===== src/rtl/cau_pkg.sv =====
// Shared constants and operation codes for the complex arithmetic unit.
`timescale 1ns / 1ps
`default_nettype none

package cau_pkg;

	// Default word layout: signed Q8.24.
	localparam int WORD_BITS_DEF = 32;
	localparam int FRAC_BITS_DEF = 24;
	localparam int MAX_EXP_DEF   = 15;

	// Field widths fixed by the command format.
	localparam int OP_W  = 2;
	localparam int EXP_W = 4;

	// Operation codes.
	localparam logic [OP_W-1:0] OP_MUL = 2'd0;
	localparam logic [OP_W-1:0] OP_DIV = 2'd1;
	localparam logic [OP_W-1:0] OP_SUB = 2'd2;
	localparam logic [OP_W-1:0] OP_POW = 2'd3;

endpackage

`default_nettype wire


===== src/rtl/cau_mul.sv =====
// Shared signed multiplier with a registered product.
`timescale 1ns / 1ps
`default_nettype none

module cau_mul #(
	parameter int WORD_BITS = cau_pkg::WORD_BITS_DEF
) (
	input  wire                          clk,
	input  wire logic signed [WORD_BITS-1:0]   x,
	input  wire logic signed [WORD_BITS-1:0]   y,
	output logic signed [2*WORD_BITS-1:0]      prod
);
	import cau_pkg::*;

	logic signed [2*WORD_BITS-1:0] prod_s1;

	// The full-width product is exact, so no rounding happens here.
	always_ff @(posedge clk) begin
		prod_s1 <= x * y;
	end

	assign prod = prod_s1;

endmodule

`default_nettype wire


===== config.mk =====
export PLATFORM = sky130hd
export DESIGN_NAME = cau_mul
export DESIGN_NICKNAME = d
export VERILOG_FILES = /design/src/rtl/cau_pkg.sv /design/src/rtl/cau_mul.sv
export SDC_FILE = /design/constraint.sdc
export NUM_CORES = 2
export LEC_CHECK = 0
export ABC_CLOCK_PERIOD_IN_PS = 13300
export BUFFER_PORTS_ARGS = -buffer_cell sky130_fd_sc_hd__buf_2
export CELL_PAD_IN_SITES_DETAIL_PLACEMENT = 0
export CELL_PAD_IN_SITES_GLOBAL_PLACEMENT = 1
export CORE_ASPECT_RATIO = 0.7
export CORE_MARGIN = 8
export CORE_UTILIZATION = 55
export CTS_BUF_LIST = sky130_fd_sc_hd__clkbuf_4 sky130_fd_sc_hd__clkbuf_8
export DETAILED_ROUTE_END_ITERATION = 8
export GPL_ROUTABILITY_DRIVEN = 0
export PLACE_DENSITY_LB_ADDON = 0.1
export SYNTH_ARGS = -nofsm -noshare
export SYNTH_HDL_FRONTEND = slang
export SYNTH_SLANG_ARGS = --single-unit

===== constraint.sdc =====
create_clock -name clk -period 13.3 [get_ports clk]
set_clock_uncertainty 0.2 [all_clocks]
set_input_delay 1.995 -clock clk [delete_from_list [all_inputs] [get_ports clk]]
set_output_delay 1.995 -clock clk [all_outputs]
set_load 0.02 [all_outputs]

==> flow_metrics.env <==
export IMPL_status="completed"
export IMPL_syn_area_um2=37200
export IMPL_worstMarginPinSlew_ps=1090
export IMPL_fp_coreArea_um2=66700
export IMPL_drive_above_1_share=0.0486
export IMPL_nFillCells=5975
export IMPL_start_kind="primary input"
export IMPL_slowest_stage="fa_1"
export IMPL_hold_viol_final=0
export IMPL_cts_resized_gates=0
export IMPL_timing_final_crit_share=0.772
export IMPL_synth_top_cell_area_share=0.582
export IMPL_syn_num_nets=5215
export IMPL_path_clk_slew_ps=90
export IMPL_crit_path_frequent_cell="fa_1"
export IMPL_fin_hold_ws_ps=1970
export IMPL_synthTopCellsByArea="fa_1, inv_1, and2_1"
export IMPL_drc=0
export IMPL_cts_tree="built"
export IMPL_final_cell_mix="fa_1, inv_1, and2_1"
export IMPL_synth_compound_area_share=0.0346
export IMPL_cts_hold_fix_buffers=0
export IMPL_min_period_ps=10270
export IMPL_crit_required_ps=13450
export IMPL_num_rows=79
export IMPL_vias=25500
export IMPL_dieArea_um2=76400
export IMPL_largest_reg_flops=64
export IMPL_cts_sinks=64
export IMPL_pin_count=129
export IMPL_async_flop_share=0
export IMPL_drt_iter0_drc=2416
export IMPL_synth_adder_area_share=0.643
export IMPL_synth_seq_cells=64
export IMPL_die_y_um=234
export IMPL_fin_nets=5174
export IMPL_cp_arrival_ps=10420
export IMPL_endpoint_kind="flop"
export IMPL_post_cts_buffers=0
export IMPL_netlist_instances=3884
export IMPL_grt_pass1_wl_um=172000
export IMPL_cts_buffer_depth=2
export IMPL_area_delta_synth_final_pct=3.71
export IMPL_fin_setup_tns_ps=0
export IMPL_fmaxAchievable_mhz=97.4
export IMPL_antenna_found_initial=3
export IMPL_portBuffers=128
export IMPL_rsz0062_at_grt="no"
export IMPL_wl_um=110000
export IMPL_path_buf_inv=8
export IMPL_crit_type="in -> reg"
export IMPL_synth_top_cell_by_area="fa_1"
export IMPL_grt_usage=0.303
export IMPL_crit_fanout=32
export IMPL_cts_buffers_inserted=9
export IMPL_setup_viol_count_final=0
export IMPL_synth_edf_count=0
export IMPL_fin_cells=4740
export IMPL_ant_nets=0
export IMPL_syn_mean_instance_area_um2=9.59
export IMPL_slew_violations=0
export IMPL_grt_pass1_vias=27100
export IMPL_synth_xor_area_frac=0.0176
export IMPL_grt_ovfl_total=0
export IMPL_synth_top_family_by_area="adder cells"
export IMPL_cts_root_buf="clkbuf_8"
export IMPL_synth_warnings=0
export IMPL_yosys_most_used_dff="dfxtp_1"
export IMPL_start_util=0.558
export IMPL_slowest_delay_ps=800
export IMPL_wl_per_cell_um=23.1
export IMPL_crit_family="adder cells"
export IMPL_dp_cells=4723
export IMPL_htree_num_levels=3
export IMPL_dr_pass1_iters=5
export IMPL_grt_start_max_net_pins=33
export IMPL_dpl_hpwl_um=91700
export IMPL_synth_distinct_cells=63
export IMPL_synth_seq_area_share=0.0344
export IMPL_avgViaCountPerCell=5.37
export IMPL_min_path_type="in -> reg"
export IMPL_synthMuxAreaShare=0
export IMPL_drv_cap=0
export IMPL_final_common_cell="fa_1"
export IMPL_slew_headroom=0.273
export IMPL_synth_simple_area_share=0.154
export IMPL_fp_dieW_um=327
metrics by stage:
stage           util  area (µm²)  setup WS (ps)
2_1_floorplan      -       37200           3840
3_3_place_gp   0.575       38400           2750
3_5_place_dp   0.575       38400           2730
4_1_cts        0.579       38600           3150
5_1_grt        0.579       38600           2620
6_report       0.579       38600           3030
layout make-up:
type / instances / area (µm²) / share of cell area
well taps: 891 / 1110 / 0.0289
inverters: 952 / 3570 / 0.0925
multi-input cells: 2668 / 31600 / 0.819
flip-flops and latches: 64 / 1280 / 0.0332
clock inverters: 7 / 104 / 0.00269
repair buffers: 148 / 791 / 0.0205
clock buffers: 9 / 124 / 0.00321
diodes: 1 / 2.50 / 0.0000648
metal layers:
metal / wire length [µm] / global-route usage
met1: 51700 / 0.482
met2: 37400 / 0.344
met3: 19700 / 0.187
met4: 609 / 0.0262
met5: 108 / 0.0168
cell usage after synthesis (7+ instances only):
master and count:
ha_1 184, nand2b_1 9, and3_1 7, a31oi_1 12, nand3_1 15, nor2_1 42, dfxtp_1 64, clkbuf_1 195
xor2_1 22, and2_1 516, a21o_1 23, xnor2_1 53, o21bai_1 15, fa_1 1082, a21oi_1 68, nand4_1 7
o21ai_0 28, nand2_1 511, inv_1 952
path summary, 6_finish.rpt:
check,startpoint,to,slack [ps],cells after the start
setup / recovery,y[5],prod[62]$_DFF_P_,3030,25
hold / removal,x[0],prod[0]$_DFF_P_,1970,3
cells by family after synthesis:
logic type,after synthesis
adders and majority gates,1266
buffers and inverters,1152
and+or+nand+nor,1134
AOI/OAI and AO/OA,193
xor gates and xnor gates,75
DFF,64
Power is not shown: default switching activity piles up to over one toggle a cycle in this logic, so the estimate is an artifact.
