**config.mk**
```make
export PLATFORM = sky130hd
export DESIGN_NAME = cau_div
export DESIGN_NICKNAME = d
export VERILOG_FILES = /design/src/rtl/cau_pkg.sv /design/src/rtl/cau_div.sv
export SDC_FILE = /design/constraint.sdc
export NUM_CORES = 1
export LEC_CHECK = 0
export ABC_AREA = 1
export BUFFER_PORTS_ARGS = -buffer_cell sky130_fd_sc_hd__buf_2
export CAP_MARGIN = 20
export CORE_ASPECT_RATIO = 1.75
export CORE_MARGIN = 2
export CORE_UTILIZATION = 45
export DETAILED_ROUTE_END_ITERATION = 10
export PLACE_DENSITY_LB_ADDON = 0.12
export RECOVER_POWER = 25
export SYNTH_ARGS = -nofsm -noshare
export SYNTH_HDL_FRONTEND = slang
export SYNTH_SLANG_ARGS = --single-unit
```
**constraint.sdc**
```tcl
create_clock -name clk -period 4.4 [get_ports clk]
set_input_delay 0.66 -clock clk [delete_from_list [all_inputs] [get_ports clk]]
set_output_delay 0.66 -clock clk [all_outputs]
set_load 0.05 [all_outputs]
```
**src/rtl/cau_pkg.sv**
```systemverilog
// Shared constants and operation codes for the complex arithmetic unit.
`timescale 1ns / 1ps
`default_nettype none

package cau_pkg;

	// Default word layout: signed Q8.24.
	localparam int WORD_BITS_DEF = 32;
	localparam int FRAC_BITS_DEF = 24;
	localparam int MAX_EXP_DEF   = 15;

	// Field widths fixed by the command format.
	localparam int OP_W  = 2;
	localparam int EXP_W = 4;

	// Operation codes.
	localparam logic [OP_W-1:0] OP_MUL = 2'd0;
	localparam logic [OP_W-1:0] OP_DIV = 2'd1;
	localparam logic [OP_W-1:0] OP_SUB = 2'd2;
	localparam logic [OP_W-1:0] OP_POW = 2'd3;

endpackage

`default_nettype wire

```
**src/rtl/cau_div.sv**
```systemverilog
// Restoring divider that retires one quotient bit per cycle.
`timescale 1ns / 1ps
`default_nettype none

module cau_div #(
	parameter int WORD_BITS = cau_pkg::WORD_BITS_DEF,
	parameter int FRAC_BITS = cau_pkg::FRAC_BITS_DEF
) (
	input  wire                                          clk,
	input  wire                                          arst_n,
	input  wire                                          start,
	input  wire logic [2*WORD_BITS:0]                    num,
	input  wire logic [2*WORD_BITS-1:0]                  den,
	output logic                                         done,
	output logic [2*WORD_BITS+FRAC_BITS:0]               quot
);
	import cau_pkg::*;

	localparam int NUM_W = 2 * WORD_BITS + 1;
	localparam int DVD_W = NUM_W + FRAC_BITS;
	localparam int REM_W = 2 * WORD_BITS + 1;
	localparam int CNT_W = $clog2(DVD_W);

	logic [REM_W-1:0] rem_q;
	logic [DVD_W-1:0] dvd_q;
	logic [CNT_W-1:0] cnt_q;
	logic             busy_q;
	logic             done_q;

	logic [REM_W-1:0] trial;
	logic [REM_W-1:0] den_ext;
	logic [REM_W-1:0] diff;
	logic             ge;

	// The dividend shifts out at the top while quotient bits shift in at the bottom.
	assign trial   = {rem_q[REM_W-2:0], dvd_q[DVD_W-1]};
	assign den_ext = {1'b0, den};
	assign ge      = (trial >= den_ext);
	assign diff    = trial - den_ext;

	always_ff @(posedge clk or negedge arst_n) begin
		if (!arst_n) begin
			busy_q <= 1'b0;
			done_q <= 1'b0;
			cnt_q  <= '0;
		end else begin
			done_q <= 1'b0;
			if (start) begin
				busy_q <= 1'b1;
				cnt_q  <= '0;
			end else if (busy_q) begin
				if (cnt_q == CNT_W'(DVD_W - 1)) begin
					busy_q <= 1'b0;
					done_q <= 1'b1;
				end else begin
					cnt_q <= cnt_q + CNT_W'(1);
				end
			end
		end
	end

	always_ff @(posedge clk) begin
		if (start) begin
			rem_q <= '0;
			dvd_q <= {num, {FRAC_BITS{1'b0}}};
		end else if (busy_q) begin
			rem_q <= ge ? diff : trial;
			dvd_q <= {dvd_q[DVD_W-2:0], ge};
		end
	end

	assign done = done_q;
	assign quot = dvd_q;

endmodule

`default_nettype wire

```
==> results of run 1 <==
final cells by class:
class / instances / area [µm²] / share of cell area, %
Clock inverter: 15 / 175 / 1.19
Timing Repair Buffer: 230 / 1110 / 7.51
Inverter: 440 / 1650 / 11.2
Clock buffer: 17 / 425 / 2.88
Tap cell: 373 / 467 / 3.16
Sequential cell: 162 / 3940 / 26.7
Multi-Input combinational cell: 1384 / 7000 / 47.4
sequential cells by signal, summed over array words and instances, names as in the netlist:
signal	flops
quot	89
rem_q	64
cnt_q	7
busy_q	1
done	1
worst max-delay path: stages, from the launching register on:
cell and delay (ns):
dfxtp_1 0.34, ha_1 0.34, nand2_1 0.15, inv_1 0.05, nand2_1 0.06, nand2_1 0.08, nand2_1 0.07, nand3_1 0.22
inv_2 0.09, nand2_1 0.07, inv_1 0.09, nand2_2 0.09, nand2_4 0.08, buf_4 0.52, nand3b_1 0.32, nand3_1 0.17
nand2_1 0.05
logic make-up after synthesis:
| logic type | count (synthesis) |
|---|---|
| AND/OR/NAND/NOR | 1084 |
| adder cells (fa/ha/maj) | 67 |
| AO/OA/AOI/OAI | 202 |
| XOR/XNOR | 31 |
| buffers and inverters | 491 |
| flip-flops | 162 |
cells in the final DEF (no fill, tap or decap), types with 6 or more instances in the layout:
| cell | n |
|---|---|
| a21oi_1 | 57 |
| a22o_1 | 64 |
| buf_2 | 149 |
| buf_4 | 7 |
| clkbuf_1 | 72 |
| clkbuf_16 | 17 |
| dfrtp_1 | 9 |
| dfxtp_1 | 88 |
| edfxtp_1 | 65 |
| ha_1 | 66 |
| inv_1 | 431 |
| inv_2 | 6 |
| inv_8 | 7 |
| nand2_1 | 732 |
| nand2_2 | 11 |
| nand3_1 | 140 |
| nand3b_1 | 34 |
| nand4_1 | 17 |
| nor2_1 | 103 |
| nor2_2 | 12 |
| nor3_1 | 19 |
| o21ai_0 | 24 |
| o21ai_1 | 23 |
| o21bai_1 | 7 |
| o22ai_1 | 23 |
| xnor2_1 | 29 |
where the power goes:
part | leakage (nW) | internal [mW] | switching (mW) | total (mW)
combinational | 6.30 | 1.63 | 3.38 | 5.01
clock | 0.297 | 0.772 | 0.797 | 1.57
sequential | 1.56 | 1.90 | 0.232 | 2.13
total | 8.16 | 4.30 | 4.41 | 8.71
per-stage QoR:
stage                     setup slack [ns]  utilization, %  std cells
final                                 1.50            52.6       2621
after global routing                  1.26            52.6       2621
after CTS                             1.54            52.9       2621
after floorplan                      0.912               -       2037
after global placement                1.08            50.8       2589
after detailed placement              1.09            50.8       2589
layer usage:
layer  GRT usage (%)  share of wire, %
met3            5.17               4.5
met4            22.3               7.7
met2            59.3                54
met5               0                 0
met1            27.2                34
how the worst max path moves through the flow:
stage | depth (start not counted) | slack, ns | endpoint
6_report | 16 | 1.50 | rem_q[44]
5_1_grt | 13 | 1.26 | rem_q[61]
4_1_cts | 13 | 1.54 | rem_q[61]
3_5_place_dp | 18 | 1.09 | rem_q[44]
3_3_place_gp | 18 | 1.08 | rem_q[44]
2_1_floorplan | 4 | 0.91 | quot[24]
==> metrics.csv, run 1 <==
stage;metric;value;unit
outcome;outcome;finished, final reports clean;
timing;fin_crit_sh;65.9;%
drt;viasPerCell;5.05;
synth;ys_warn_count;0;
floorplan;die-area;0.0300;mm²
pwr;powerDensity;590;mW/mm²
synth;synth.area.mux_share;0;%
setup_path;r2r_end;rem_q[44];
cts;clk_transition_reported_paths;0.08;ns
pwr;total_power;8.71;mW
synth;synth_area_leader_cell;nand2_1;
drt;dr.pass1.iters;7;
global_route;grt_antenna_before_repair;0;
timing;grt_setup_unrepaired;no;
synth;yosys_register_bits;162;
timing;slew_headroom;46.7;%
synth;synth_top_area_share;21.4;%
floorplan;rows;81;
global_route;grt_pass1_wl;68.9;mm
cells_and_area;areaGrowthSynthToFinish;14.9;%
setup_path;regToRegStartpoint;rem_q[27];
synth;synth_xor_area_share;2.11;%
synth;synth_commonest_cells;nand2_1 (732), inv_1 (431), nand3_1 (140), nor2_1 (105), dfxtp_1 (88);
cts;cts_hold_buf;0;
worst_hold_path;hold_class;input port to asynchronous set/reset pin;
synth;synth.net_count;2236;
cells_and_area;layout-drive-gt1-share;10.2;%
timing;worst_pin_slew;0.799;ns
drt;wirelength;44.8;mm
cells_and_area;fin_area;0.0148;mm²
cts;clk_path_buf_depth;2;
synth;synthAdderAreaFrac;6.58;%
pwr;ir_worst_vdd;0.352;mV
synth;synth.most_common_cell;nand2_1;
synth;synth-simple-area-share;35.5;%
synth;synth-seq-area-share;30.7;%
drt;drcViolationCount;0;
timing;hold_slack;0.113;ns
drt;num_vias;13200;
cells_and_area;fill_cells;3044;
setup_path;reg2reg_slack;1.50;ns
synth;ys.flop_type;dfxtp_1;
setup_path;worst_setup_path_end_kind;flop;
synth;synth.distinct_cells;38;
setup_path;start_kind;flop;
synth;syn_inst;2037;
cts;numCtsBuffers;17;
global_route;grt-ovfl-total;0;
setup_path;critPathRequiredTime;4.77;ns
synth;postSynthAreaPerCell;6.31;µm²
timing;slew_viol_final;0;
setup_path;path_class;flop to flop;
setup_path;startpoint;rem_q[27];
synth;async_flop_share;5.56;%
floorplan;io_pins;222;
timing;finalSetupViolations;0;
timing;finClkSkew;0.0123;ns
cts;insertion_delay;0.47;ns
setup_path;arrival;3.27;ns
drt;drt_iter0_drc;663;
place;place_hpwl;36.4;mm
timing;post-route-min-period;2.90;ns
floorplan;chipHeight;228;µm
setup_path;reg2regPathDepth;16;
place;gp_congestion;1.02;
place;place_area;0.0143;mm²
floorplan;core_area;0.0281;mm²
place;port_buffers;221;
synth;synth_edf_count;65;
global_route;grt_max_degree;132;
synth;ys_top_cells_by_area;nand2_1 (21%), edfxtp_1 (15%), dfxtp_1 (14%);
timing;fin_setup_tns;0;ns
run;cap_viol_max_count;0;
pwr;leakage;8.16;nW
drt;routedWlPerCell;17.1;µm
setup_path;critical_path_peak_fanout;49;
cts;root_buffer;clkbuf_16;
synth;synth_top_family_by_area;simple AND/OR/NAND/NOR gates;
cts;post_cts_resized;0;
cells_and_area;nNetsFinal;2434;
synth;syn_area;0.0128;mm²
cts;numClockSinks;162;
cells_and_area;diodes;0;
cts;cts-htree-levels;4;
global_route;grt_util_all_layers;30.1;%
synth;synth_compound_area_share;10.2;%
cts;cts_tree;done;
timing;finalHoldViolations;0;
floorplan;initial_utilization;45.8;%
timing;max_freq;345;MHz
drt;antenna_left;0;
cts;cts_setup_buffers;0;
global_route;grt_pass1_vias;13400;
floorplan;die_x;132;µm
Note: power is estimated with default switching activity, not from simulation.
==> inputs of run 2 (changes only) <==
==> constraint.sdc (replaced) <==
create_clock -name clk -period 3.04 [get_ports clk]
set_input_delay 0.456 -clock clk [delete_from_list [all_inputs] [get_ports clk]]
set_output_delay 0.456 -clock clk [all_outputs]
set_load 0.05 [all_outputs]
==> run 2 against run 1 <==
  * The run now ends with capacitance limit, slew limit left
  * Count of clock-buffer cells in the layout grew 1
  * Sequential share of layout area shrank 0.53 points
  * Via count is 0.72% higher
  * Setup slack worse by 1.2 ns
  * First-iteration DRC count fell by 6.9%
  * Sequential power increased by 45%
  * Die area unchanged
  * Maximum frequency rose by 7.4%
  * Power increased by 49%
  * Largest cell class unchanged
  * Highest routed layer unchanged
==> metrics.csv, run 2 (same netlist as run 1, synthesis figures left out) <==
stage;metric;value;unit;change
setup_path;start_kind;flop;;unchanged
cells_and_area;nNetsFinal;2462;;was 2434
global_route;grt_pass1_vias;13400;;about the same
cts;cts_tree;done;;unchanged
drt;dr.pass1.iters;5;;was 7
setup_path;cp_slowest_cell;fa_1;;was buf_4
global_route;grt_max_degree;87;;was 132
cts;cts_setup_buffers;0;;unchanged
cts;cts-htree-levels;4;;unchanged
floorplan;initial_utilization;45.8;%;unchanged
timing;finalHoldViolations;0;;unchanged
place;place_hpwl;38.4;mm;was 36.4 mm
global_route;grt-ovfl-total;0;;unchanged
global_route;grt_antenna_before_repair;1;;was 0
cts;root_buffer;clkbuf_16;;unchanged
setup_path;critPathRequiredTime;3.40;ns;was 4.77 ns
cells_and_area;final_common_cell;nand2_1;;unchanged
cts;numClockSinks;162;;unchanged
timing;worst_pin_slew;1.97;ns;was 0.799 ns
global_route;grt_util_all_layers;31.1;%;was 30.1%
outcome;outcome;finished, violations left;;was finished, final reports clean
cells_and_area;areaGrowthSynthToFinish;17.2;%;was 14.9%
floorplan;chipHeight;228;µm;unchanged
floorplan;rows;81;;unchanged
global_route;grt_pass1_wl;70.7;mm;was 68.9 mm
run;cap_viol_max_count;1;;was 0
pwr;ir_worst_vdd;0.482;mV;was 0.352 mV
setup_path;worst_setup_path_end_kind;flop;;unchanged
setup_path;reg2regPathDepth;15;;was 16
timing;max_freq;370;MHz;was 345 MHz
timing;setup_slack;0.339;ns;was 1.50 ns
cts;post_cts_resized;0;;unchanged
timing;finClkSkew;0.0114;ns;was 0.0123 ns
setup_path;arrival;3.06;ns;was 3.27 ns
cells_and_area;multi_input_area;0.00700;mm²;about the same
drt;wirelength;46.1;mm;was 44.8 mm
timing;post-route-min-period;2.70;ns;was 2.90 ns
timing;slew_headroom;-31.1;%;was 46.7%
drt;viasPerCell;5.03;;was 5.05
cts;insertion_delay;0.46;ns;was 0.47 ns
timing;hold_slack;0.276;ns;was 0.113 ns
setup_path;path_class;flop to flop;;unchanged
setup_path;critical_path_peak_fanout;3;;was 49
floorplan;die_x;132;µm;unchanged
setup_path;crit_path_cell_trace;inv_1, ha_1, fa_1, nor2_1, o21ai_0, nand2_1, nand2_1, nand2_1, nand2_1, nand2_1, nand2_1, nand3_1, nand3_1, nand2_1, nand2_1;;was ha_1, nand2_1, inv_1, nand2_1, nand2_1, nand2_1, nand3_1, inv_2, nand2_1, inv_1, nand2_2, nand2_4, buf_4, nand3b_1, nand3_1, nand2_1
cells_and_area;regArea;0.00394;mm²;unchanged
setup_path;cpPeakStageDelay;0.42;ns;was 0.52 ns
cells_and_area;largest_reg_flops;89;;unchanged
drt;antenna_left;0;;unchanged
pwr;powerDensity;862;mW/mm²;was 590 mW/mm²
floorplan;die-area;0.0300;mm²;unchanged
place;gp_congestion;1.06;;was 1.02
place;port_buffers;221;;unchanged
timing;grt_setup_unrepaired;no;;unchanged
worst_hold_path;hold_class;input port to flop;;was input port to asynchronous set/reset pin
setup_path;crit_top_cell;nand2_1;;unchanged
timing;fin_crit_sh;88.9;%;was 65.9%
floorplan;core_area;0.0281;mm²;unchanged
drt;routedWlPerCell;17.4;µm;was 17.1 µm
timing;fin_setup_tns;0;ns;unchanged
cts;clk_transition_reported_paths;0.08;ns;about the same
timing;slew_viol_final;87;;was 0
cells_and_area;fill_cells;3040;;was 3044
cts;numCtsBuffers;17;;unchanged
worst_hold_path;whs_path_depth;2;;
outcome;violations;capacitance limit, slew limit;;
cts;clk_path_buf_depth;2;;unchanged
cells_and_area;final_cell_mix;nand2_1 (732), inv_1 (431), buf_2 (191);;was nand2_1 (732), inv_1 (431), buf_2 (149)
drt;drcViolationCount;0;;unchanged
timing;finalSetupViolations;0;;unchanged
floorplan;io_pins;222;;unchanged
place;dp_slack;0.161;ns;was 1.09 ns
drt;num_vias;13300;;was 13200
pwr;leakage;8.45;nW;was 8.16 nW
cells_and_area;layout-drive-gt1-share;13.0;%;was 10.2%
drt;drt_iter0_drc;617;;was 663
==> run 2: cell types whose count changed in the layout (fill, tap and decap cells not counted), moves of 2 or more <==
cell / change
clkbuf_1: -42
clkbuf_2: +2
buf_2: +42
buf_4: +24
clkinv_8: +2
inv_8: -4
==> run 2: cell type report <==
type / instances / area share [%]
multi-input combinational: 1384 / 46.4
sequential: 162 / 26.1
inverter: 440 / 11.0
timing repair buffer: 258 / 9.17
tap: 373 / 3.10
clock buffer: 18 / 2.99
clock inverter: 14 / 1.16
antenna: 1 / 0.0166
==> run 2: stage by stage <==
step                      util, %  cells  power, mW  area, µm²
after floorplan                 -   2037       8.38      12900
after global placement       51.6   2616       10.6      14500
after detailed placement     51.6   2616       10.7      14500
after CTS                    53.9   2649       13.0      15100
after global routing         53.7   2650       14.0      15100
final                        53.7   2650       13.0      15100
==> run 2: report_power, final <==
group	total (mW)	internal, mW	switching (mW)
sequential	3.09	2.75	0.336
combinational	7.59	2.55	5.04
clock	2.30	1.16	1.13
total	13.0	6.47	6.51
==> run 2: critical path, delay by kind of cell (launching register included) <==
family          cells  cell delay [ns]
buf+inv             1             0.06
fa+ha+maj           2             0.62
simple gates       11             1.44
flops               1             0.35
compound gates      1             0.13
==> run 2: layer usage <==
layer	vias to the layer above	share of wire, %	global-route usage [%]
met5	-	0	0
met4	0	8.8	25.3
met3	140	3.9	4.85
met2	412	53	59.6
met1	5993	34	29.0
li1	6778	-	-
==> run 2: path summary, 6_finish.rpt <==
path	startpoint	end	slack, ns
worst max-delay path	quot[88]	rem_q[60]	0.34
worst min-delay path	start	cnt_q[6]	0.28
worst max register to register	quot[88]	rem_q[60]	0.34
worst min register to register	rem_q[43]	rem_q[43]	0.47
max in group asynchronous	arst_n	cnt_q[0]	2.24
min in group asynchronous	arst_n	cnt_q[3]	0.46
==> run 2: timing repair <==
action,CTS,global route
hold buffers,1,0
endpoints found under the setup margin,0,0
hold endpoints to repair,9,0
