`config.mk`:
```
export PLATFORM = sky130hd
export DESIGN_NAME = cau_sat
export DESIGN_NICKNAME = d
export VERILOG_FILES = /design/src/rtl/cau_pkg.sv /design/src/rtl/cau_sat.sv
export SDC_FILE = /design/constraint.sdc
export NUM_CORES = 1
export LEC_CHECK = 0
export ABC_AREA = 1
export BUFFER_PORTS_ARGS = -buffer_cell sky130_fd_sc_hd__buf_4
export CAP_MARGIN = 30
export CORE_AREA = 2 2 46 48
export DETAILED_ROUTE_END_ITERATION = 7
export DIE_AREA = 0 0 48 50
export GPL_TIMING_DRIVEN = 0
export PLACE_DENSITY = 0.95
export SLEW_MARGIN = 25
export SYNTH_ARGS = -nofsm -noshare
export SYNTH_HDL_FRONTEND = slang
export SYNTH_SLANG_ARGS = --single-unit
```
`constraint.sdc`:
```
create_clock -name vclk -period 1.66
set_input_delay 0.166 -clock vclk [all_inputs]
set_output_delay 0.166 -clock vclk [all_outputs]
set_load 0.005 [all_outputs]
```
`src/rtl/cau_pkg.sv`:
```
// Shared constants and operation codes for the complex arithmetic unit.
`timescale 1ns / 1ps
`default_nettype none

package cau_pkg;

	// Default word layout: signed Q8.24.
	localparam int WORD_BITS_DEF = 32;
	localparam int FRAC_BITS_DEF = 24;
	localparam int MAX_EXP_DEF   = 15;

	// Field widths fixed by the command format.
	localparam int OP_W  = 2;
	localparam int EXP_W = 4;

	// Operation codes.
	localparam logic [OP_W-1:0] OP_MUL = 2'd0;
	localparam logic [OP_W-1:0] OP_DIV = 2'd1;
	localparam logic [OP_W-1:0] OP_SUB = 2'd2;
	localparam logic [OP_W-1:0] OP_POW = 2'd3;

endpackage

`default_nettype wire

```
`src/rtl/cau_sat.sv`:
```
// Clamps a wide signed value to the word range and flags when it had to.
`timescale 1ns / 1ps
`default_nettype none

module cau_sat #(
	parameter int WORD_BITS = cau_pkg::WORD_BITS_DEF,
	parameter int IN_W      = 2 * cau_pkg::WORD_BITS_DEF
) (
	input  wire logic signed [IN_W-1:0]      din,
	output logic signed [WORD_BITS-1:0]      dout,
	output logic                             ovf
);
	import cau_pkg::*;

	localparam logic signed [IN_W-1:0] MAXV =
		{{(IN_W - WORD_BITS + 1){1'b0}}, {(WORD_BITS - 1){1'b1}}};
	localparam logic signed [IN_W-1:0] MINV =
		{{(IN_W - WORD_BITS + 1){1'b1}}, {(WORD_BITS - 1){1'b0}}};

	always_comb begin
		if (din > MAXV) begin
			dout = MAXV[WORD_BITS-1:0];
			ovf  = 1'b1;
		end else if (din < MINV) begin
			dout = MINV[WORD_BITS-1:0];
			ovf  = 1'b1;
		end else begin
			dout = din[WORD_BITS-1:0];
			ovf  = 1'b0;
		end
	end

endmodule

`default_nettype wire

```
==> impl_metrics.tcl, run 1 <==
set metrics [dict create \
    status "complete, no violations" \
    max_freq_ghz 0.7191 \
    dp.cells 261 \
    area_growth_syn_to_layout_pct 138.4 \
    dp_hpwl_um 1966 \
    grt_pass1_vias 884 \
    synth_nets 201 \
    yosys.cell_types.count 7 \
    required_ns 1.49 \
    critPathSlowestCell "buf_4" \
    setup_violations 0 \
    globalRouteOverflowTotal 0 \
    num_rows 16 \
    dr.pass1.iters 4 \
    core_um2 1902 \
    layout.nets 300 \
    synth_cells 137 \
    grt_pass1_wl_um 3415 \
    seq_area_frac_synth_pct 0 \
    drv_cap 0 \
    initial_core_util_pct 28.95 \
    peakVddDrop_v 0.0001166 \
    max_stage_delay_ns 0.20 \
    path_buf_inv 3 \
    multi_input_area_um2 483.0 \
    rsz0062_at_grt "false" \
    syn_area_per_cell_um2 4.018 \
    ant_nets 0 \
    cts_resized 0 \
    detail_route.wl_per_cell_um 8.444 \
    gp_congestion 0.6694 \
    arrival_ns 1.22 \
    portBuffers 97 \
    p_per_area_nw_per_um2 232.3 \
    n_clock_buffer 0 \
    final.setup.tns_ns 0 \
    cts_hold_buf 0 \
    die_area_um2 2400 \
    die_height_um 50 \
    synth.area.top_cells "nand2_1 65%, nor2_1 21%, buf_6 6.1%, buf_4 4.1%, inv_1 1.4%" \
    die_w_um 48 \
    drive_above_1_share_pct 44.44 \
    path_cells "buf_4, nand2_1, nor2_1, nand2_1, nor2_1, nand2_1, nand2_1, buf_4, nand2_1, nand2_1, buf_4" \
    vias 1089 \
    drtIter0Drc 14 \
    slew_viol_final 0 \
    grtUsageTotal_pct 17.85 \
    cp-end-kind "primary output" \
    slew_headroom_pct 88.13 \
    fin_crit_sh_pct 83.77 \
    finalHoldViolations 0 \
    grt_max_degree 11 \
    synth_commonest_cells "96 x nand2_1, 31 x nor2_1, 3 x buf_4, 3 x buf_6, 2 x inv_1" \
    routed_wl_um 2204 \
    tightest_slew_ns 0.1777 \
    syn_area_um2 550.5 \
    p_leak_nw 0.7642 \
    cp-start-kind "primary input" \
    pin_count 97 \
    antenna_found_initial 0 \
    regArea_um2 0 \
    yosysTopAreaCellShare_pct 65.45 \
    drcViolationCount 0 \
    synth_top_area_cell "nand2_1" \
    cp_max_fo 10 \
    n_fill_cell 169 \
    via_per_inst 4.172 \
    crit_type "in -> out" \
    layout.cells.non_filler 261 \
    crit_family "simple AND/OR/NAND/NOR gates" \
    synth.most_common_cell "nand2_1" \
    period_needed_ns 1.391 \
    diodes 0 \
    yosys_warnings 0 \
    crit_top_cell "nand2_1" \
    flops_and_latches 0 \
    post-cts-setup-buffers 0 \
    hold_slack_ns 0.5948 \
    p_total_mw 0.3048 \
    hold_class "in -> out" \
]
final cells by class:
cell class                      count  share of cell area (%)
Timing Repair Buffer               97                   55.48
Multi-Input combinational cell    128                   36.80
Buffer                              7                   4.576
Tap cell                           27                   2.574
Inverter                            2                  0.5720
kinds of logic (layout without fill, tap and decap cells):
family / count (synthesis) / in the layout / share of synthesized area [%]
buffers and inverters: 9 / 106 / 12.27
AND/OR/NAND/NOR: 128 / 128 / 87.73
per-stage QoR:
step                instance area (um^2)  util (%)  setup WS (ns)
finish                              1313     69.01         0.2694
global route                        1313     69.01         0.1049
CTS                                 1313     69.01         0.2547
detailed placement                  1313     69.01         0.2647
global placement                    1313     69.01         0.2741
floorplan                          550.5         -         0.6147
final timing paths:
| kind | start | to | slack (ns) | cells after the start |
|---|---|---|---|---|
| hold / removal | din[11] | dout[11] | 0.59 | 4 |
| setup / recovery | din[52] | dout[22] | 0.27 | 11 |
routing by layer:
metal  wire length, um  part of all wire (%)  global-route usage (%)
met2              1142                    52                   34.22
met4                 0                     0                       0
met5                 0                     0                       0
met3               295                    13                   1.832
met1               766                    35                   21.30
layout by cell type (no fill, tap or decap), drive strengths merged:
cell type  instances
nand2             97
inv                2
clkbuf             1
nor2              31
buf              103
where the power goes:
part	leakage [nW]	switching, mW	internal (mW)	total, mW
clock network	0	0	0	0
registers	0	0	0	0
logic	0.764	0.111	0.194	0.305
Power figures use the tool's default switching activity.
==> run 2, diff against run 1 <==
--- a/config.mk
+++ b/config.mk
@@ -8,11 +8,11 @@
 export ABC_AREA = 1
 export BUFFER_PORTS_ARGS = -buffer_cell sky130_fd_sc_hd__buf_4
 export CAP_MARGIN = 30
-export CORE_AREA = 2 2 46 48
+export CORE_AREA = 2 2 48 50
 export DETAILED_ROUTE_END_ITERATION = 7
-export DIE_AREA = 0 0 48 50
+export DIE_AREA = 0 0 50 52
 export GPL_TIMING_DRIVEN = 0
-export PLACE_DENSITY = 0.95
+export PLACE_DENSITY = 0.91
 export SLEW_MARGIN = 25
 export SYNTH_ARGS = -nofsm -noshare
 export SYNTH_HDL_FRONTEND = slang
==> constraint.sdc (replaced) <==
create_clock -name vclk -period 1.45
set_input_delay 0.145 -clock vclk [all_inputs]
set_output_delay 0.145 -clock vclk [all_outputs]
set_load 0.005 [all_outputs]
==> run 2 against run 1 <==
  * Cell count increased by 1.9%
  * Global-route usage fell by 1.0 points
  * Count of clock-buffer cells in the layout is the same
  * Sequential cell count stayed put
  * Routed wire length up 11%
  * Design area up 8.7%
  * Via count is 3.3% higher
  * First-iteration DRC count decreased by 36%
  * Sequential share of layout area did not move
  * Non-clock buffer count up 4
  * Die area up 8.3%
  * Critical endpoint is now dout[3]
  * Largest power group unchanged
  * Highest routed layer is now met4
==> impl_metrics.tcl, run 2 (same netlist as run 1, synthesis figures left out) <==
set metrics [dict create \
    diodes 0 \
    vias 1125 \
    cts_hold_buf 0 \
    layout_commonest_cell "buf_4" \
    p_per_area_nw_per_um2 269.7 \
    peakVddDrop_v 0.0001624 \
    slew_headroom_pct 91.06 \
    drcViolationCount 0 \
    initial_core_util_pct 26.14 \
    dp.cells 262 \
    grt_pass1_wl_um 3677 \
    area_growth_syn_to_layout_pct 159.1 \
    globalRouteOverflowTotal 0 \
    layout.cells.non_filler 266 \
    routed_wl_um 2440 \
    grtUsageTotal_pct 16.85 \
    final.setup.tns_ns 0 \
    critPathSlowestCell "nand2_4" \
    drive_above_1_share_pct 50.42 \
    layout_common_cells "98 x buf_4, 94 x nand2_1, 21 x nor2_1" \
    regArea_um2 0 \
    via_per_inst 4.229 \
    dr.pass1.iters 4 \
    flops_and_latches 0 \
    hold_class "in -> out" \
    p_leak_nw 0.7961 \
    path_cells "buf_4, nor2_4, nand2_1, nor2_1, nand2_1, nor2_2, nand2_2, nand2_4, buf_6, nand2_1, buf_4" \
    max_stage_delay_ns 0.13 \
    status "complete, no violations" \
    finalHoldViolations 0 \
    rsz0062_at_grt "true" \
    tightest_slew_ns 0.1340 \
    drtIter0Drc 9 \
    num_rows 17 \
    slew_viol_final 0 \
    die_height_um 52 \
    cp-start-kind "primary input" \
    crit_top_cell "nand2_1" \
    cp_max_fo 8 \
    period_needed_ns 1.369 \
    cp-end-kind "primary output" \
    pin_count 97 \
    arrival_ns 1.22 \
    place_area_um2 1314 \
    setup_violations 0 \
    detail_route.wl_per_cell_um 9.173 \
    crit_type "in -> out" \
    fin_area_um2 1426 \
    n_clock_buffer 0 \
    required_ns 1.31 \
    layout.nets 304 \
    portBuffers 97 \
    ant_nets 0 \
    drv_cap 0 \
    grt_max_degree 11 \
    die_area_um2 2600 \
    dp_hpwl_um 1974 \
    core_um2 2106 \
    die_w_um 50 \
    grt_pass1_vias 939 \
    fin_crit_sh_pct 94.40 \
    max_freq_ghz 0.7306 \
    gp_congestion 0.6735 \
    antenna_found_initial 0 \
]
==> run 2: layout make-up <==
class	instances	area (um^2)
fillers	206	679.4
inverters	2	7.507
well taps	28	35.03
plain buffers	7	71.32
multi-input cells	128	543.0
repair buffers	101	769.5
==> run 2: worst paths after layout <==
| path | cells after the start | start | slack (ns) | end |
|---|---|---|---|---|
| worst min-delay path | 4 | din[15] | 0.55 | dout[15] |
| worst max-delay path | 11 | din[42] | 0.08 | dout[3] |
==> run 2: what timing repair did <==
action | 4_1_cts | 5_1_grt
resized for setup | 0 | 27
buffers inserted | 0 | 1
setup endpoints to repair | 0 | 31
endpoints found under the hold margin | 0 | 0
==> run 2: per-layer routing <==
layer	global-route usage [%]	routed length, um	vias up	part of all wire, %
met3	2.299	183	2	7.5
li1	-	-	606	-
met2	33.33	1355	51	56
met1	19.59	886	466	36
met5	0	0	-	0
met4	1.389	14	0	0.57
==> run 2: worst max-delay path: cells and delay by family <==
kind	cells	cell delay, ns
simple gates	8	0.69
buf+inv	3	0.38
==> run 2: metrics by stage <==
step / power (mW) / utilization, % / setup WS (ns) / hold slack, ns
after CTS: 0.3535 / 62.39 / 0.04423 / 0.5542
after detailed placement: 0.3528 / 62.39 / 0.04686 / 0.5540
after global routing: 0.4250 / 67.74 / -0.009002 / 0.5668
after floorplan: 0.1112 / - / 0.4467 / 0.3694
final: 0.3848 / 67.74 / 0.08118 / 0.5540
after global placement: 0.3478 / 62.39 / 0.07722 / 0.5525
==> run 2: power breakdown <==
group          internal, mW  leakage [nW]  switching, mW
logic                 0.241         0.796          0.144
registers                 0             0              0
clock network             0             0              0
total                 0.241         0.796          0.144
==> run 3, diff against run 2 <==
--- a/config.mk
+++ b/config.mk
@@ -8,11 +8,14 @@
 export ABC_AREA = 1
 export BUFFER_PORTS_ARGS = -buffer_cell sky130_fd_sc_hd__buf_4
 export CAP_MARGIN = 30
-export CORE_AREA = 2 2 48 50
+export CELL_PAD_IN_SITES_DETAIL_PLACEMENT = 1
+export CELL_PAD_IN_SITES_GLOBAL_PLACEMENT = 1
+export CORE_AREA = 2 2 69 71
 export DETAILED_ROUTE_END_ITERATION = 7
-export DIE_AREA = 0 0 50 52
+export DIE_AREA = 0 0 71 73
 export GPL_TIMING_DRIVEN = 0
-export PLACE_DENSITY = 0.91
+export MAX_ROUTING_LAYER = met4
+export PLACE_DENSITY = 0.89
 export SLEW_MARGIN = 25
 export SYNTH_ARGS = -nofsm -noshare
 export SYNTH_HDL_FRONTEND = slang
==> constraint.sdc (replaced) <==
create_clock -name vclk -period 1.45
set_input_delay 0.145 -clock vclk [all_inputs]
set_output_delay 0.145 -clock vclk [all_outputs]
set_load 0.05 [all_outputs]
==> run 3 against run 2 <==
  * Via count up 6.7%
  * Count of clock-buffer cells in the layout unchanged
  * Total power up 77%
  * Routed wire length up 32%
  * Cell count up 9.4%
  * Setup slack worse by 0.050 ns
  * Combinational power up 77%
  * Critical path type unchanged
  * Critical endpoint is now dout[26]
==> impl_metrics.tcl, run 3 (same netlist as run 1, synthesis figures left out) <==
set metrics [dict create \
    n_fill_cell 592 \
    routed_wl_um 3214 \
    critPathSlowestCell "buf_4" \
    layout.cells.non_filler 291 \
    gp_congestion 0.6517 \
    tightest_slew_ns 0.1537 \
    power_switching_mw 0.3796 \
    n_clock_buffer 0 \
    grt_use_met3_pct 0.9669 \
    dr.pass1.iters 2 \
    p_comb_share_pct 100.0 \
    dp.cells 288 \
    grt_max_degree 11 \
    diodes 0 \
    globalRouteOverflowTotal 0 \
    via_per_inst 4.124 \
    p_leak_nw 0.8743 \
    drcViolationCount 0 \
    slew_headroom_pct 89.84 \
    drtIter0Drc 7 \
    required_ns 1.31 \
    grt_use_met2_pct 19.52 \
    detail_route.wl_per_cell_um 11.04 \
    drive_above_1_share_pct 55.70 \
    rsz0062_at_grt "true" \
    max_stage_delay_ns 0.18 \
    arrival_ns 1.27 \
    regArea_um2 0 \
    die_height_um 73 \
    pin_count 97 \
    antenna_found_initial 0 \
    use_met1_pct 12.26 \
    peakVddDrop_v 0.00009941 \
    crit_type "in -> out" \
    grt_pass1_wl_um 4464 \
    initial_core_util_pct 12.14 \
    grtUsageTotal_pct 10.18 \
    status "complete, no violations" \
    flops_and_latches 0 \
    final_util_pct 36.80 \
    power_frac_clock_pct 0 \
    path_cells "buf_4, nor2_1, nand2_1, nor2_1, nand2_1, nor2_1, nand2_1, nand2_4, buf_6, nand2_1, buf_4" \
    internal-power_mw 0.3012 \
    ant_nets 0 \
    dp_hpwl_um 2595 \
    layout_commonest_cell "nand2_1" \
    finalHoldViolations 0 \
    core_um2 4536 \
    die_area_um2 5183 \
    p_seq_share_pct 0 \
    crit_top_cell "nand2_1" \
    cp-end-kind "primary output" \
    hold_class "in -> out" \
    worstHoldStart "din[15]" \
    num_rows 25 \
    cts_hold_buf 0 \
    drv_cap 0 \
    area_growth_syn_to_layout_pct 203.2 \
    dp_slack_ns -0.04380 \
    slew_viol_final 0 \
    layout.nets 303 \
    period_needed_ns 1.419 \
    portBuffers 97 \
    grt.busiest_layer "met2" \
    setup_ws_ns 0.03142 \
    min_path_cells 4 \
    fin_crit_sh_pct 97.83 \
    max_freq_ghz 0.7049 \
    layout_common_cells "81 x nand2_1, 68 x buf_4, 27 x buf_6" \
    vias 1200 \
    swShare_pct 55.76 \
    setup_violations 0 \
    cp-start-kind "primary input" \
    die_w_um 71 \
    cp_max_fo 10 \
    whs_endpoint "dout[15]" \
    p_per_area_nw_per_um2 407.9 \
    grt_pass1_vias 1074 \
]
==> run 3: worst max-delay path by stage <==
stage / start / end / slack (ns)
after floorplan: din[59] / dout[22] / 0.18
after global placement: din[37] / dout[20] / -0.03
after detailed placement: din[32] / dout[30] / -0.04
after CTS: din[46] / dout[30] / 0.005
after global routing: din[32] / dout[30] / -0.09
final: din[52] / dout[26] / 0.03
==> run 3: worst max-delay path: cells and delay by family <==
kind          cells  cell delay, ns
simple gates      8            0.68
buf+inv           3            0.44
==> run 3: per-stage QoR <==
step | TNS, ns | instance area [um^2] | power [mW] | hold slack [ns]
global route | -1.870 | 1669 | 0.7206 | 0.6382
floorplan | 0 | 550.5 | 0.3159 | 0.5586
global placement | -0.5250 | 1346 | 0.5651 | 0.6409
finish | 0 | 1669 | 0.6809 | 0.6276
detailed placement | -0.9696 | 1346 | 0.5749 | 0.6467
CTS | 0 | 1361 | 0.5797 | 0.6477
==> run 3: cell type report <==
class                      count  area (um^2)  area share [%]
timing repair buffer         100        914.6           54.80
buffer                         7        78.83           4.723
tap                           54        67.56           4.048
multi-input combinational    128        600.6           35.98
inverter                       2        7.507          0.4498
==> run 3: repair_timing <==
action	4_1_cts	5_1_grt
setup endpoints to repair	30	32
cloned	0	2
pin swaps	0	15
gates resized for setup	2	79
buffers inserted	1	0
==> run 3: per-layer routing <==
| layer | vias up | share of wire, % |
|---|---|---|
| met5 | - | 0 |
| met4 | 0 | 0 |
| met3 | 0 | 5.7 |
| met2 | 47 | 58 |
| met1 | 549 | 36 |
| li1 | 604 | - |
==> run 3: power by group through the flow <==
stage | clock, mW | sequential, mW | combinational (mW)
floorplan | 0 | 0 | 0.316
global placement | 0 | 0 | 0.565
detailed placement | 0 | 0 | 0.575
CTS | 0 | 0 | 0.580
global route | 0 | 0 | 0.721
finish | 0 | 0 | 0.681
